File: src/rtl/core/btss_pkg.sv
package btss_pkg;

  // Build-time element cap; the effective limit from the max_entries register is clamped to this.
  localparam int unsigned MaxElements = 64;

  // Default position counter width.
  localparam int unsigned OffsetBitsDefault = 16;

  // Output queue depth; a power of two so the pointers wrap on their own.
  localparam int unsigned FifoDepth = 4;

  // Configuration register indexes.
  localparam logic [0:0] CfgWrapperMode = 1'b0;
  localparam logic [0:0] CfgMaxEntries  = 1'b1;

  localparam logic [6:0] MaxEntriesReset = 7'd64;

  // BER header constants.
  localparam logic [7:0]  TagLowMask   = 8'h1f;
  localparam logic [7:0]  MsbMask      = 8'h80;
  localparam logic [7:0]  LowSevenMask = 8'h7f;
  localparam logic [31:0] SequenceTag  = 32'd16;

  typedef enum logic [1:0] {
    StatClean   = 2'd0,
    StatHeader  = 2'd1,
    StatWrapper = 2'd2,
    StatLimit   = 2'd3
  } status_e;

  typedef struct packed {
    logic [7:0] data_byte;
    logic       last_byte;
  } in_t;

  typedef struct packed {
    logic        record_type;
    logic        constructed;
    logic [31:0] tag_number;
    logic [31:0] value_length;
    logic [15:0] value_offset;
    logic [6:0]  element_count;
    logic [1:0]  end_status;
    logic        final_result;
  } out_t;

  // Records produced by one byte: zero, one or two.
  typedef struct packed {
    logic [1:0] cnt;
    out_t       rec0;
    out_t       rec1;
  } push_t;

endpackage

File: src/rtl/core/ber_tlv_sequence_splitter_core.sv
// A byte's records are written into the registered output queue when the byte transfers.
// One byte per cycle while in_stall_o is low; a byte yields up to two records (element, summary),
//   queued in a 4-entry output queue drained one record per cycle while out_stall_i is low.
// Input stalls while the queue holds more than two records.
// Reset (rst_ni low, asynchronous): parser at buffer start, queue empty,
//   wrapper_mode 0, max_entries 64.
module ber_tlv_sequence_splitter_core #(
  parameter int unsigned OFFSET_BITS = btss_pkg::OffsetBitsDefault
) (
  input  logic           clk_i,
  input  logic           rst_ni,
  input  logic           in_valid_i,
  output logic           in_stall_o,
  input  btss_pkg::in_t  in_data_i,
  output logic           out_valid_o,
  input  logic           out_stall_i,
  output btss_pkg::out_t out_data_o,
  input  logic           cfg_we_i,
  input  logic [0:0]     cfg_index_i,
  input  logic [6:0]     cfg_wdata_i
);
  import btss_pkg::*;

  logic       wrap_mode_q;
  logic [6:0] max_ent_q;
  logic [6:0] limit;
  logic       in_fire;
  logic       full;
  push_t      push;

  // configuration registers
  always_ff @(posedge clk_i or negedge rst_ni) begin
    if (!rst_ni) begin
      wrap_mode_q <= 1'b0;
      max_ent_q   <= MaxEntriesReset;
    end else if (cfg_we_i) begin
      unique case (cfg_index_i)
        CfgWrapperMode: wrap_mode_q <= cfg_wdata_i[0];
        CfgMaxEntries:  max_ent_q   <= cfg_wdata_i;
        default:        ;
      endcase
    end
  end

  // effective element limit
  assign limit = (32'(max_ent_q) < MaxElements) ? max_ent_q : 7'(MaxElements);

  assign in_stall_o = full;
  assign in_fire    = in_valid_i && !full;

  btss_parser #(
    .OFFSET_BITS(OFFSET_BITS)
  ) u_parser (
    .clk_i          (clk_i),
    .rst_ni         (rst_ni),
    .in_fire_i      (in_fire),
    .in_item_i      (in_data_i),
    .wrapper_mode_i (wrap_mode_q),
    .entry_limit_i  (limit),
    .push_o         (push)
  );

  btss_out_fifo u_out_fifo (
    .clk_i       (clk_i),
    .rst_ni      (rst_ni),
    .push_i      (push),
    .full_o      (full),
    .out_valid_o (out_valid_o),
    .out_stall_i (out_stall_i),
    .out_data_o  (out_data_o)
  );

endmodule

File: src/rtl/core/btss_parser.sv
module btss_parser #(
  parameter int unsigned OFFSET_BITS = 16
) (
  input  logic           clk_i,
  input  logic           rst_ni,
  input  logic           in_fire_i,
  input  btss_pkg::in_t  in_item_i,
  input  logic           wrapper_mode_i,
  input  logic [6:0]     entry_limit_i,
  output btss_pkg::push_t push_o
);
  import btss_pkg::*;

  typedef enum logic [5:0] {
    PhIdent    = 6'b000001,
    PhTagMore  = 6'b000010,
    PhLenFirst = 6'b000100,
    PhLenMore  = 6'b001000,
    PhValue    = 6'b010000,
    PhDone     = 6'b100000
  } phase_e;

  phase_e                 phase_q, phase_d;
  logic                   cons_q, cons_d;
  logic [31:0]            tag_q, tag_d;
  logic [31:0]            len_q, len_d;
  logic [6:0]             lbytes_q, lbytes_d;
  logic [31:0]            vleft_q, vleft_d;
  logic [OFFSET_BITS-1:0] pos_q, pos_d;
  logic [31:0]            region_q, region_d;
  logic                   inwrap_q, inwrap_d;
  logic [6:0]             ent_q, ent_d;
  status_e                stat_q, stat_d;
  logic                   fresh_q, fresh_d;
  logic                   hdrwrap_q, hdrwrap_d;
  logic [OFFSET_BITS-1:0] poff_q, poff_d;

  // One byte per transfer: header walk, value skip, and record build
  always_comb begin
    logic [7:0]  b;
    logic        end_here;
    logic        hdr_fin;
    logic        emit;
    logic [31:0] emit_len;
    logic [31:0] poff_ext;
    out_t        elem;
    out_t        summ;

    b         = in_item_i.data_byte;
    end_here  = in_item_i.last_byte;
    hdr_fin   = 1'b0;
    emit      = 1'b0;
    emit_len  = '0;
    elem      = '0;
    summ      = '0;

    phase_d   = phase_q;
    cons_d    = cons_q;
    tag_d     = tag_q;
    len_d     = len_q;
    lbytes_d  = lbytes_q;
    vleft_d   = vleft_q;
    pos_d     = pos_q;
    region_d  = region_q;
    inwrap_d  = inwrap_q;
    ent_d     = ent_q;
    stat_d    = stat_q;
    fresh_d   = fresh_q;
    hdrwrap_d = hdrwrap_q;
    poff_d    = poff_q;
    push_o    = '0;

    if (phase_q != PhDone) begin
      // wrapper region countdown
      if (inwrap_q) begin
        if (region_d != '0) region_d = region_d - 32'd1;
        if (region_d == '0) end_here = 1'b1;
      end

      unique case (phase_q)
        PhIdent: begin
          if (fresh_q && wrapper_mode_i) begin
            hdrwrap_d = 1'b1;
          end
          if (!(fresh_q && wrapper_mode_i) && (ent_q >= entry_limit_i)) begin
            phase_d = PhDone;
            stat_d  = StatLimit;
          end else begin
            cons_d = b[5];
            if ((b & TagLowMask) == TagLowMask) begin
              tag_d   = '0;
              phase_d = PhTagMore;
            end else begin
              tag_d   = 32'(b & TagLowMask);
              phase_d = PhLenFirst;
            end
          end
        end
        PhTagMore: begin
          tag_d = {tag_q[24:0], b[6:0]};
          if (!b[7]) phase_d = PhLenFirst;
        end
        PhLenFirst: begin
          if (b == MsbMask) begin
            phase_d = PhDone;
            stat_d  = hdrwrap_q ? StatWrapper : StatHeader;
          end else if (b[7]) begin
            len_d    = '0;
            lbytes_d = b[6:0];
            if (b[6:0] == '0) hdr_fin = 1'b1;
            else              phase_d = PhLenMore;
          end else begin
            len_d   = 32'(b);
            hdr_fin = 1'b1;
          end
        end
        PhLenMore: begin
          len_d    = {len_q[23:0], b};
          lbytes_d = lbytes_q - 7'd1;
          if (lbytes_d == '0) hdr_fin = 1'b1;
        end
        PhValue: begin
          if (vleft_d != '0) vleft_d = vleft_d - 32'd1;
          if (vleft_d == '0) begin
            emit     = 1'b1;
            emit_len = len_q;
          end
        end
        default: begin
          phase_d = PhDone;
        end
      endcase

      // header complete: wrapper check or element setup
      if (hdr_fin) begin
        if (hdrwrap_q) begin
          hdrwrap_d = 1'b0;
          if (!cons_d || tag_d != SequenceTag) begin
            phase_d = PhDone;
            stat_d  = StatWrapper;
          end else begin
            inwrap_d = 1'b1;
            region_d = len_d;
            phase_d  = PhIdent;
            if (len_d == '0) begin
              phase_d = PhDone;
              stat_d  = StatClean;
            end
          end
        end else begin
          if (inwrap_d && len_d > region_d) len_d = region_d;
          vleft_d = len_d;
          poff_d  = pos_q + OFFSET_BITS'(1);
          if (len_d == '0) begin
            emit     = 1'b1;
            emit_len = '0;
          end else begin
            phase_d = PhValue;
          end
        end
      end

      // element record after its value
      if (emit) begin
        ent_d   = ent_d + 7'd1;
        phase_d = PhIdent;
        if (ent_d >= entry_limit_i) begin
          phase_d = PhDone;
          stat_d  = StatLimit;
        end
      end

      // region or buffer end
      if (end_here && phase_d != PhDone) begin
        if (phase_d == PhValue) begin
          emit     = 1'b1;
          emit_len = len_d - vleft_d;
          ent_d    = ent_d + 7'd1;
          stat_d   = (ent_d >= entry_limit_i) ? StatLimit : StatClean;
        end else if (phase_d != PhIdent) begin
          stat_d = hdrwrap_d ? StatWrapper : StatHeader;
        end else begin
          stat_d = StatClean;
        end
        phase_d = PhDone;
      end
      fresh_d = 1'b0;
    end
    pos_d = pos_q + OFFSET_BITS'(1);

    poff_ext           = 32'(poff_d);
    elem.record_type   = 1'b0;
    elem.constructed   = cons_d;
    elem.tag_number    = tag_d;
    elem.value_length  = emit_len;
    elem.value_offset  = poff_ext[15:0];
    elem.final_result  = !in_item_i.last_byte;

    summ.record_type   = 1'b1;
    summ.element_count = ent_d;
    summ.end_status    = stat_d;
    summ.final_result  = 1'b1;

    // record selection
    if (emit) begin
      push_o.rec0 = elem;
      push_o.rec1 = summ;
      push_o.cnt  = in_item_i.last_byte ? 2'd2 : 2'd1;
    end else if (in_item_i.last_byte) begin
      push_o.rec0 = summ;
      push_o.cnt  = 2'd1;
    end

    // fresh start after the summary
    if (in_item_i.last_byte) begin
      phase_d   = PhIdent;
      cons_d    = 1'b0;
      tag_d     = '0;
      len_d     = '0;
      lbytes_d  = '0;
      vleft_d   = '0;
      pos_d     = '0;
      region_d  = '0;
      inwrap_d  = 1'b0;
      ent_d     = '0;
      stat_d    = StatClean;
      fresh_d   = 1'b1;
      hdrwrap_d = 1'b0;
      poff_d    = '0;
    end

    if (!in_fire_i) push_o.cnt = 2'd0;
  end

  always_ff @(posedge clk_i or negedge rst_ni) begin
    if (!rst_ni) begin
      phase_q   <= PhIdent;
      cons_q    <= 1'b0;
      tag_q     <= '0;
      len_q     <= '0;
      lbytes_q  <= '0;
      vleft_q   <= '0;
      pos_q     <= '0;
      region_q  <= '0;
      inwrap_q  <= 1'b0;
      ent_q     <= '0;
      stat_q    <= StatClean;
      fresh_q   <= 1'b1;
      hdrwrap_q <= 1'b0;
      poff_q    <= '0;
    end else if (in_fire_i) begin
      phase_q   <= phase_d;
      cons_q    <= cons_d;
      tag_q     <= tag_d;
      len_q     <= len_d;
      lbytes_q  <= lbytes_d;
      vleft_q   <= vleft_d;
      pos_q     <= pos_d;
      region_q  <= region_d;
      inwrap_q  <= inwrap_d;
      ent_q     <= ent_d;
      stat_q    <= stat_d;
      fresh_q   <= fresh_d;
      hdrwrap_q <= hdrwrap_d;
      poff_q    <= poff_d;
    end
  end

endmodule

File: src/rtl/core/btss_out_fifo.sv
module btss_out_fifo (
  input  logic            clk_i,
  input  logic            rst_ni,
  input  btss_pkg::push_t push_i,
  output logic            full_o,
  output logic            out_valid_o,
  input  logic            out_stall_i,
  output btss_pkg::out_t  out_data_o
);
  import btss_pkg::*;

  localparam int unsigned PtrW = $clog2(FifoDepth);
  localparam int unsigned CntW = $clog2(FifoDepth + 1);

  out_t            mem_q [FifoDepth];
  logic [PtrW-1:0] wp_q, wp_d, rp_q, rp_d;
  logic [CntW-1:0] cnt_q, cnt_d;
  logic [PtrW-1:0] wp1;
  logic            pop;

  assign wp1         = wp_q + PtrW'(1);
  assign pop         = (cnt_q != '0) && !out_stall_i;
  assign out_valid_o = (cnt_q != '0);
  assign out_data_o  = mem_q[rp_q];
  // room for two records is kept free ahead of every input transfer
  assign full_o      = (cnt_q > CntW'(FifoDepth - 2));

  // pointer and fill count update
  always_comb begin
    wp_d  = wp_q + PtrW'(push_i.cnt);
    rp_d  = pop ? rp_q + PtrW'(1) : rp_q;
    cnt_d = cnt_q + CntW'(push_i.cnt) - CntW'(pop);
  end

  always_ff @(posedge clk_i or negedge rst_ni) begin
    if (!rst_ni) begin
      wp_q  <= '0;
      rp_q  <= '0;
      cnt_q <= '0;
    end else begin
      wp_q  <= wp_d;
      rp_q  <= rp_d;
      cnt_q <= cnt_d;
    end
  end

  // record storage
  always_ff @(posedge clk_i) begin
    for (int i = 0; i < FifoDepth; i++) begin
      if (push_i.cnt != 2'd0 && wp_q == PtrW'(i)) begin
        mem_q[i] <= push_i.rec0;
      end else if (push_i.cnt == 2'd2 && wp1 == PtrW'(i)) begin
        mem_q[i] <= push_i.rec1;
      end
    end
  end

endmodule

File: config.mk
export PLATFORM = sky130hd
export DESIGN_NAME = ber_tlv_sequence_splitter_core
export DESIGN_NICKNAME = d
export VERILOG_FILES = /design/src/rtl/core/btss_pkg.sv /design/src/rtl/core/ber_tlv_sequence_splitter_core.sv /design/src/rtl/core/btss_parser.sv /design/src/rtl/core/btss_out_fifo.sv
export SDC_FILE = /design/constraint.sdc
export NUM_CORES = 1
export LEC_CHECK = 0
export BUFFER_PORTS_ARGS = -buffer_cell sky130_fd_sc_hd__buf_2
export CELL_PAD_IN_SITES_DETAIL_PLACEMENT = 1
export CELL_PAD_IN_SITES_GLOBAL_PLACEMENT = 1
export CORE_UTILIZATION = 50
export DETAILED_ROUTE_END_ITERATION = 6
export MAX_ROUTING_LAYER = met4
export PLACE_DENSITY = 0.93
export SKIP_LAST_GASP = 1
export SYNTH_ARGS = -nofsm -noshare
export SYNTH_HDL_FRONTEND = slang
export SYNTH_SLANG_ARGS = --single-unit
export TNS_END_PERCENT = 5
File: constraint.sdc
create_clock -name clk_i -period 10.8 [get_ports clk_i]
set_input_delay 0.54 -clock clk_i [delete_from_list [all_inputs] [get_ports clk_i]]
set_output_delay 0.54 -clock clk_i [all_outputs]
set_load 0.1 [all_outputs]
# After elaboration in Yosys (flattened, before gate mapping)
# Memory sizes are Yosys's and may differ from the RTL's.
# Cells that the tools add are included.
# classes
n_reduce_logical	44
n_eq_ne	22
addsub	12
n_lt_le_gt_ge	6
n_bitwise	5
muxes	170
# ops
cell	n
$mux W32	42
$mux W92	7
$reduce_or A92 Y1	2
$logic_not A32 Y1	4
$pmux W32 S2	2
$mux W6	16
$mux W94	1
$mux W93	1
$mux W7	12
$mux W16	5
$reduce_bool A32 Y1	2
$sub A32 B1 Y32 const B	2
$mux W1	58
$mux W2	20
$gt A32 B32 Y1	1
$ne A32 B5 Y1 const B	1
$sub A32 B32 Y32	1
$pmux W6 S4	1
$ge A7 B7 Y1	3
$add A16 B1 Y16 const B	1
$add A7 B1 Y7 const B	2
$logic_and A1 B1 Y1	14
$logic_not A7 Y1	2
$pmux W7 S2	1
34 further kinds	58
# word_totals
memories	1
word_cells	279
reg_bits	201
inputBits	22
ram_bits	368
# memory_table
memory	words	width	read_ports	rd_ports_with_merged_regs	wr	line_no	source
u_out_fifo.mem_q	4	92	1	0	2	btss_out_fifo.sv:15	out_t mem_q [FifoDepth];

# Longest topological paths before layout
# Gate-level depths: netlist of the first run.
# depth
depth_word	36
ltp_mapped	38

# Hierarchy
# Synthesis of the first run repeated with hierarchy kept, for this count alone.
# unflattened
cells_unflattened	3245
hier_area_um2	36103.4
# modules_own_cells
mod	seq_area_each_um2	cells_per_inst	n_inst	area_per_inst_um2
btss_out_fifo	11225.8	934	1	18087.3
btss_parser	4657.0	2286	1	17636.9
ber_tlv_sequence_splitter_core	201.4	25	1	379.1

# Least setup slack after synthesis of the first run
# No wires, ideal clock.
# synth_timing
path_kind	register -> register
startpoint	reg u_parser.region_q[5]
endpoint	mem u_out_fifo.mem_q[1][0] (netlist name) (enable)
required_ps	10257
arrival_ps	9327
stages_incl_launch_ff	24
setup_ps	543
slack_ps	930
synth_period_minus_slack_ps	9870
path_cell_list	dfrtp_1 clkbuf_1 or4_4 or4_1 buf_2 nor4_1 and2_1 nand2b_1 nor2_1 xnor2_1 ha_1 nand4_1 nor4_1 nand3_1 o211ai_1 clkbuf_1 mux2i_1 nor2_1 a31o_1 o21a_4 ha_1 mux2_2 nand2_1 nor2_1
# synth_lines
item	line_no	source
start: declaration	btss_parser.sv:30	logic [31:0] region_q, region_d;
start signal: assignment	btss_parser.sv:259	region_q <= region_d;
end: declaration	btss_out_fifo.sv:15	

==> summary.md, run 1 <==
| Metric | Value |
|---|---|
| CTS tree | `built` |
| Most common cell in the netlist | `nor2_1` |
| Max Root-Sink Buffers | `3` |
| Number of I/O pins | `116` |
| DP HPWL | `81000 µm` |
| Setup TNS | `0 ns` |
| RSZ-0062 raised after global routing | `no` |
| Top FF cell, synth | `edfxtp_1` |
| Syn Nets | `3401` |
| Critical-path top delay cell | `nor4_1` |
| Initial core utilization | `50.8%` |
| Syn Area/Cell | `9.78 µm²` |
| FP Rows | `92` |
| Power per Cell Area | `276 nW/µm²` |
| Synth top area cells | `edfxtp_1 (27%), dfrtp_1 (15%), mux4_2 (6.5%)` |
| Total Wirelength | `129000 µm` |
| Final net count | `3405` |
| Synthesis Warnings | `0` |
| Number of synthesized flops with an enable pin | `287` |
| Max Fclk | `0.0970 GHz` |
| Vias in the first global route | `30200` |
| DIE WIDTH | `255 µm` |
| Hold Vio Cnt, Final | `0` |
| Post-CTS Setup Bufs | `0` |
| Crit path launch type | `register` |
| Root Driver | `clkbuf_16` |
| Crit Path Class | `reg2reg` |
| Initial antenna violation count | `10` |
| Final Critical Period | `10.31 ns` |
| Crit path largest cell delay | `0.85 ns` |
| Setup WS pre-CTS | `1.13 ns` |
| Yosys cell types | `98` |
| Worst slew pin tran | `1.35 ns` |
| Final WS setup | `0.492 ns` |
| Worst EP arrival | `10.69 ns` |
| Max FO, Critical Path | `49` |
| Die H | `255 µm` |
| Gate Count Post-Synth | `3281` |
| Post-synth ARST share | `35.3%` |
| Wire length per cell | `30.7 µm` |
| FF+latch area | `15300 µm²` |
| Clk_skew | `0.0378 ns` |
| Area occupied by multi-input gates | `15700 µm²` |
| All-Layer GR Usage | `40.0%` |
| H-tree depth | `2` |
| First-pass GRT wire length | `195000 µm` |
| Static Leak | `14.1 nW` |
| Fin crit share | `95.4%` |
| Hold Crit Class | `in2reg` |
| Core box area | `63200 µm²` |
| Sink Count | `569` |
| Maxcap violations | `0` |
| Port Buffers | `115` |
| Drt first pass iters | `6` |
| DRC viols | `0` |
| Layout cell share with drive strength beyond 1 | `12.8%` |
| Clock transition at path regs | `0.07 ns` |
| Register area share after synthesis | `47.6%` |
| Final setup vio count | `0` |
| CP most frequent cell | `ha_1` |
| Synth cell count leaders | `nor2_1 (471), nand2_1 (393), o21ai_0 (314), edfxtp_1 (287), dfrtp_1 (198)` |
| Die area | `65200 µm²` |
| Critical path required time | `11.18 ns` |
| Area grow syn2layout | `10.5%` |
| Top cell type's share of synthesized area | `26.8%` |
| Slew Limit Fails | `0` |
| Fill cell count | `6864` |
| Placer Congestion | `1.01` |
| Post-synthesis register bit count | `569` |
| Setup crit end kind | `register` |
| Vias | `29700` |
| Antenna violation net count after detailed routing | `0` |
| Initial DRC Count | `4183` |
| TritonCTS Buffers | `61` |
| Clk_lat worst skew | `0.67 ns` |
| GRT overflow | `0` |
| Status | `completed` |
| Mapped Area | `32100 µm²` |
| Routed vias/inst | `7.09` |
| Post-synth top area cell | `edfxtp_1` |
| Slew HR | `8.96%` |
| Largest net degree at the start of global routing | `87` |
| Max rail drop VDD | `0.000159 V` |
[cell families after synthesis]
kind of cell,share of synthesized area (%)
compound gates,16.3
xor+xnor,3.56
fa+ha+maj,3.87
buf+inv,3.72
flops,47.6
mux,7.69
simple gates,17.3
[path summary, 6_finish.rpt]
check / cells past startpoint / slack (ns) / start / to
min in group asynchronous: 2 / 0.53 / rst_ni / u_out_fifo.rp_q[1]
max in group asynchronous: 3 / 8.64 / rst_ni / u_parser.vleft_q[30]
max: 29 / 0.49 / u_parser.region_q[12] / u_out_fifo.mem_q[0][2]
max reg2reg: 29 / 0.49 / u_parser.region_q[12] / u_out_fifo.mem_q[0][2]
min reg2reg: 2 / 0.45 / u_out_fifo.mem_q[2][31] / u_out_fifo.mem_q[2][31]
min: 2 / 0.14 / cfg_wdata_i[1] / max_ent_q[1]
[per-layer routing]
layer	GRT usage, %	wire, µm	vias up
met5	-	0	-
met3	8.89	14500	654
met1	48.7	46300	14700
li1	-	-	12000
met2	62.9	60300	2429
met4	20.0	7740	0
[cell type report]
cell class,count,share of cell area [%]
Tap cell,846,2.98
Multi-Input combinational cell,2420,44.4
Antenna cell,10,0.0705
Clock inverter,31,1.10
Sequential cell,569,43.1
Timing Repair Buffer,160,2.71
Inverter,73,0.786
Clock buffer,83,4.91
[registers in the layout (all words and copies together) (netlist names), 3 cells and up]
signal             cells
max_ent_q              7
u_out_fifo.cnt_q       3
u_out_fifo.mem_q     368
u_parser.ent_q         7
u_parser.lbytes_q      7
u_parser.len_q        32
u_parser.phase_q       6
u_parser.poff_q       16
u_parser.pos_q        16
u_parser.region_q     32
u_parser.tag_q        32
u_parser.vleft_q      32
[what timing repair did]
item	CTS	global route
resized for setup	0	1
hold buffers	1	0
endpoints found under the setup margin	0	3
hold endpoints to repair	5	0
[cells in the final DEF (no fill, tap or decap), types with 70 or more instances in the layout]
cell type / Yosys / layout
nor2_1: 471 / 462
nand2_1: 393 / 391
o21ai_0: 314 / 314
edfxtp_1: 287 / 287
dfrtp_1: 198 / 196
a21oi_1: 181 / 181
buf_2: 11 / 114
ha_1: 96 / 96
mux4_2: 92 / 92
dfxtp_1: 81 / 81
xnor2_1: 78 / 78
a22o_1: 71 / 71
inv_1: 70 / 70
a22oi_1: 70 / 70
[report_power, final]
part | leakage [nW] | internal [W] | switching (W)
logic | 7.05 | 0.00122 | 0.00358
registers | 5.98 | 0.00245 | 0.000236
clock network | 1.05 | 0.00130 | 0.000986
total | 14.1 | 0.00498 | 0.00480
[stage by stage]
step,area [µm²],util (%),cells,hold WS (ns),total power (W)
floorplan,32100,-,3281,0.244,0.00622
global placement,33300,52.7,4067,0.429,0.00709
detailed placement,33300,52.7,4067,0.443,0.00723
CTS,35400,56.1,4182,0.132,0.00963
global route,35500,56.1,4192,0.141,0.00998
finish,35500,56.1,4192,0.143,0.00978
[critical path, delay by kind of cell, from the launching register on]
family | cells | cell delay, ns
adders and majority gates | 3 | 1.01
AOI/OAI and AO/OA | 10 | 3.43
DFF | 1 | 0.52
buffers and inverters | 2 | 0.61
xor gates and xnor gates | 3 | 0.91
and+or+nand+nor | 10 | 2.82
muxes | 1 | 0.71
Power figures use the tool's default switching activity.
==> run 2: changes to the inputs <==
--- a/config.mk
+++ b/config.mk
@@ -5,13 +5,14 @@
 export SDC_FILE = /design/constraint.sdc
 export NUM_CORES = 1
 export LEC_CHECK = 0
+export ABC_AREA = 1
 export BUFFER_PORTS_ARGS = -buffer_cell sky130_fd_sc_hd__buf_2
 export CELL_PAD_IN_SITES_DETAIL_PLACEMENT = 1
 export CELL_PAD_IN_SITES_GLOBAL_PLACEMENT = 1
-export CORE_UTILIZATION = 50
+export CORE_UTILIZATION = 47
 export DETAILED_ROUTE_END_ITERATION = 6
 export MAX_ROUTING_LAYER = met4
-export PLACE_DENSITY = 0.93
+export PLACE_DENSITY = 0.92
 export SKIP_LAST_GASP = 1
 export SYNTH_ARGS = -nofsm -noshare
 export SYNTH_HDL_FRONTEND = slang
==> constraint.sdc (replaced) <==
create_clock -name clk_i -period 10.8 [get_ports clk_i]
set_input_delay 3.24 -clock clk_i [delete_from_list [all_inputs] [get_ports clk_i]]
set_output_delay 3.24 -clock clk_i [all_outputs]
set_load 0.1 [all_outputs]
==> run 2 against run 1 <==
Critical path depth grew 11. Sequential power is 8.6% higher. Non-clock buffer count grew 7. Cell area increased by 3.7%. Largest power group unchanged. Fmax is 3.2% higher. Via count increased by 11%. Critical endpoint is now u_out_fifo.mem_q[2][63]. Largest cell class unchanged. First-iteration DRC count down 6.7%.
==> summary.md, run 2 <==
| Metric | Value |
|---|---|
| Worst slew pin tran | `1.28 ns` |
| TritonCTS Buffers | `61` |
| Root Driver | `clkbuf_16` |
| CP most frequent cell | `nand2_1` |
| Hold Buf Count CTS | `0` |
| Critical-path top delay cell | `nor2_1` |
| Largest Register | `u_out_fifo.mem_q` |
| Status | `completed` |
| Post-synth ARST share | `35.3%` |
| DRC viols | `0` |
| Max FFs per register | `368` |
| Clk_lat worst skew | `0.69 ns` |
| Crit path launch type | `primary input` |
| RSZ-0062 raised after global routing | `no` |
| FP Rows | `96` |
| Vias | `33100` |
| Number of synthesized flops with an enable pin | `287` |
| GRT overflow | `0` |
| Slew Limit Fails | `0` |
| Post-synthesis register bit count | `569` |
| Largest net degree at the start of global routing | `105` |
| Register area share after synthesis | `46.1%` |
| Power per Cell Area | `350 nW/µm²` |
| Flop pwr share | `22.7%` |
| Wire length per cell | `25.6 µm` |
| Number of I/O pins | `116` |
| P_sw | `0.00720 W` |
| Syn Area/Cell | `7.80 µm²` |
| Static Leak | `16.8 nW` |
| Clock network power share | `18.6%` |
| Synth top area cells | `edfxtp_1 (26%), dfrtp_1 (15%), nand2_1 (9.0%)` |
| Antenna violation net count after detailed routing | `0` |
| Crit Path Class | `in2reg` |
| Fin crit share | `92.4%` |
| Yosys cell types | `66` |
| Core box area | `69200 µm²` |
| Top cell type's share of synthesized area | `26.0%` |
| Vias in the first global route | `33800` |
| Post-synth top area cell | `edfxtp_1` |
| Max Root-Sink Buffers | `3` |
| Port Buffers | `115` |
| Drt first pass iters | `7` |
| Final net count | `4392` |
| Worst EP arrival | `10.54 ns` |
| Clock transition at path regs | `0.07 ns` |
| Max FO, Critical Path | `34` |
| Total power | `0.0129 W` |
| Slew HR | `14.6%` |
| Post-Route Utilization | `53.2%` |
| Synth cell count leaders | `nand2_1 (796), nor2_1 (657), o21ai_0 (555), inv_1 (431), edfxtp_1 (287)` |
| Total Wirelength | `135000 µm` |
| Comb pwr share | `58.8%` |
| Die area | `71600 µm²` |
| Initial core utilization | `47.9%` |
| DIE WIDTH | `268 µm` |
| Routed vias/inst | `6.30` |
| Hold Crit Class | `reg2reg` |
| Initial DRC Count | `3902` |
| H-tree depth | `2` |
| Max rail drop VDD | `0.000416 V` |
| DP HPWL | `88200 µm` |
| Clk_skew | `0.0464 ns` |
| Most frequent cells in the layout | `nand2_1 (796), nor2_1 (652), o21ai_0 (552)` |
| CTS tree | `built` |
| Sink Count | `569` |
| Internal power | `0.00567 W` |
| Gate Count Post-Synth | `4249` |
| Syn Nets | `4369` |
| Top FF cell, synth | `edfxtp_1` |
| Commonest non-fill, non-tap cell in the layout | `nand2_1` |
| Layout cell share with drive strength beyond 1 | `8.92%` |
| Crit path largest cell delay | `0.56 ns` |
| Final Critical Period | `9.98 ns` |
| Post-CTS Setup Bufs | `0` |
| All-Layer GR Usage | `38.4%` |
| Critical path required time | `11.36 ns` |
| Maxcap violations | `0` |
| Most common cell in the netlist | `nand2_1` |
| First-pass GRT wire length | `204000 µm` |
| Max Fclk | `0.100 GHz` |
| Area grow syn2layout | `11.0%` |
| Die H | `268 µm` |
| Synthesis Warnings | `0` |
| Mapped Area | `33100 µm²` |
| Setup TNS | `0 ns` |
| Setup crit end kind | `register` |
| Placer Congestion | `0.983` |
| Initial antenna violation count | `8` |
| Final setup vio count | `0` |
| Hold Vio Cnt, Final | `0` |
| Sw frac | `55.9%` |
| CTS resizes | `0` |
run 2: final timing paths:
kind                       slack, ns         startpoint                 endpoint  cells after the start
max reg2reg                     2.66  u_parser.inwrap_q  u_out_fifo.mem_q[2][63]                     35
min                             0.47   u_parser.fresh_q         u_parser.fresh_q                      2
min in group asynchronous       2.59             rst_ni     u_parser.vleft_q[25]                      1
max                             0.82       in_data_i[4]  u_out_fifo.mem_q[2][63]                     40
min reg2reg                     0.47   u_parser.fresh_q         u_parser.fresh_q                      2
max in group asynchronous       6.80             rst_ni       u_out_fifo.rp_q[0]                      2
run 2: worst max-delay path: cells and delay by family:
family | cells | cell delay (ns)
buffers and inverters | 9 | 1.68
adder cells (fa/ha/maj) | 2 | 0.50
AND/OR/NAND/NOR | 27 | 4.27
AO/OA/AOI/OAI | 2 | 0.80
run 2: final cells by class:
class | instances | area [µm²]
fill | 8500 | 32400
multi-input combinational | 3024 | 15400
sequential | 569 | 15300
inverter | 449 | 1700
clock buffer | 73 | 1640
tap | 931 | 1160
timing repair buffer | 167 | 1030
clock inverter | 43 | 577
antenna | 8 | 20.0
run 2: routing by layer:
metal  routed length, µm  track usage [%]
met3               11900             7.30
met4                8220             21.3
met5                   0                -
met2               63200             60.9
met1               51400             45.9
run 2: metrics by stage:
step	hold slack (ns)	cells	area [µm²]	setup slack (ns)
finish	0.467	5264	36800	0.816
floorplan	0.421	4249	33100	-1.18
CTS	0.468	5256	36800	1.06
global route	0.483	5264	36800	0.386
global placement	0.431	5140	34500	0.689
detailed placement	0.450	5140	34500	0.473
run 2: cell families (layout without fill, tap and decap cells):
family,after synthesis,after routing,synth area share (%)
simple gates,1816,1816,23.0
compound gates,1021,1021,17.0
buf+inv,656,732,7.73
flops,569,569,46.1
fa+ha+maj,98,98,3.75
xor+xnor,84,84,2.24
mux,5,5,0.170
other cells,0,8,0
run 2: power by group through the flow:
stage                     logic [W]  registers, W  clock network [W]
after floorplan             0.00559       0.00283                  0
after global placement      0.00707       0.00288                  0
after detailed placement    0.00729       0.00292                  0
after CTS                   0.00745       0.00290            0.00238
after global routing        0.00802       0.00294            0.00245
final                       0.00756       0.00292            0.00239
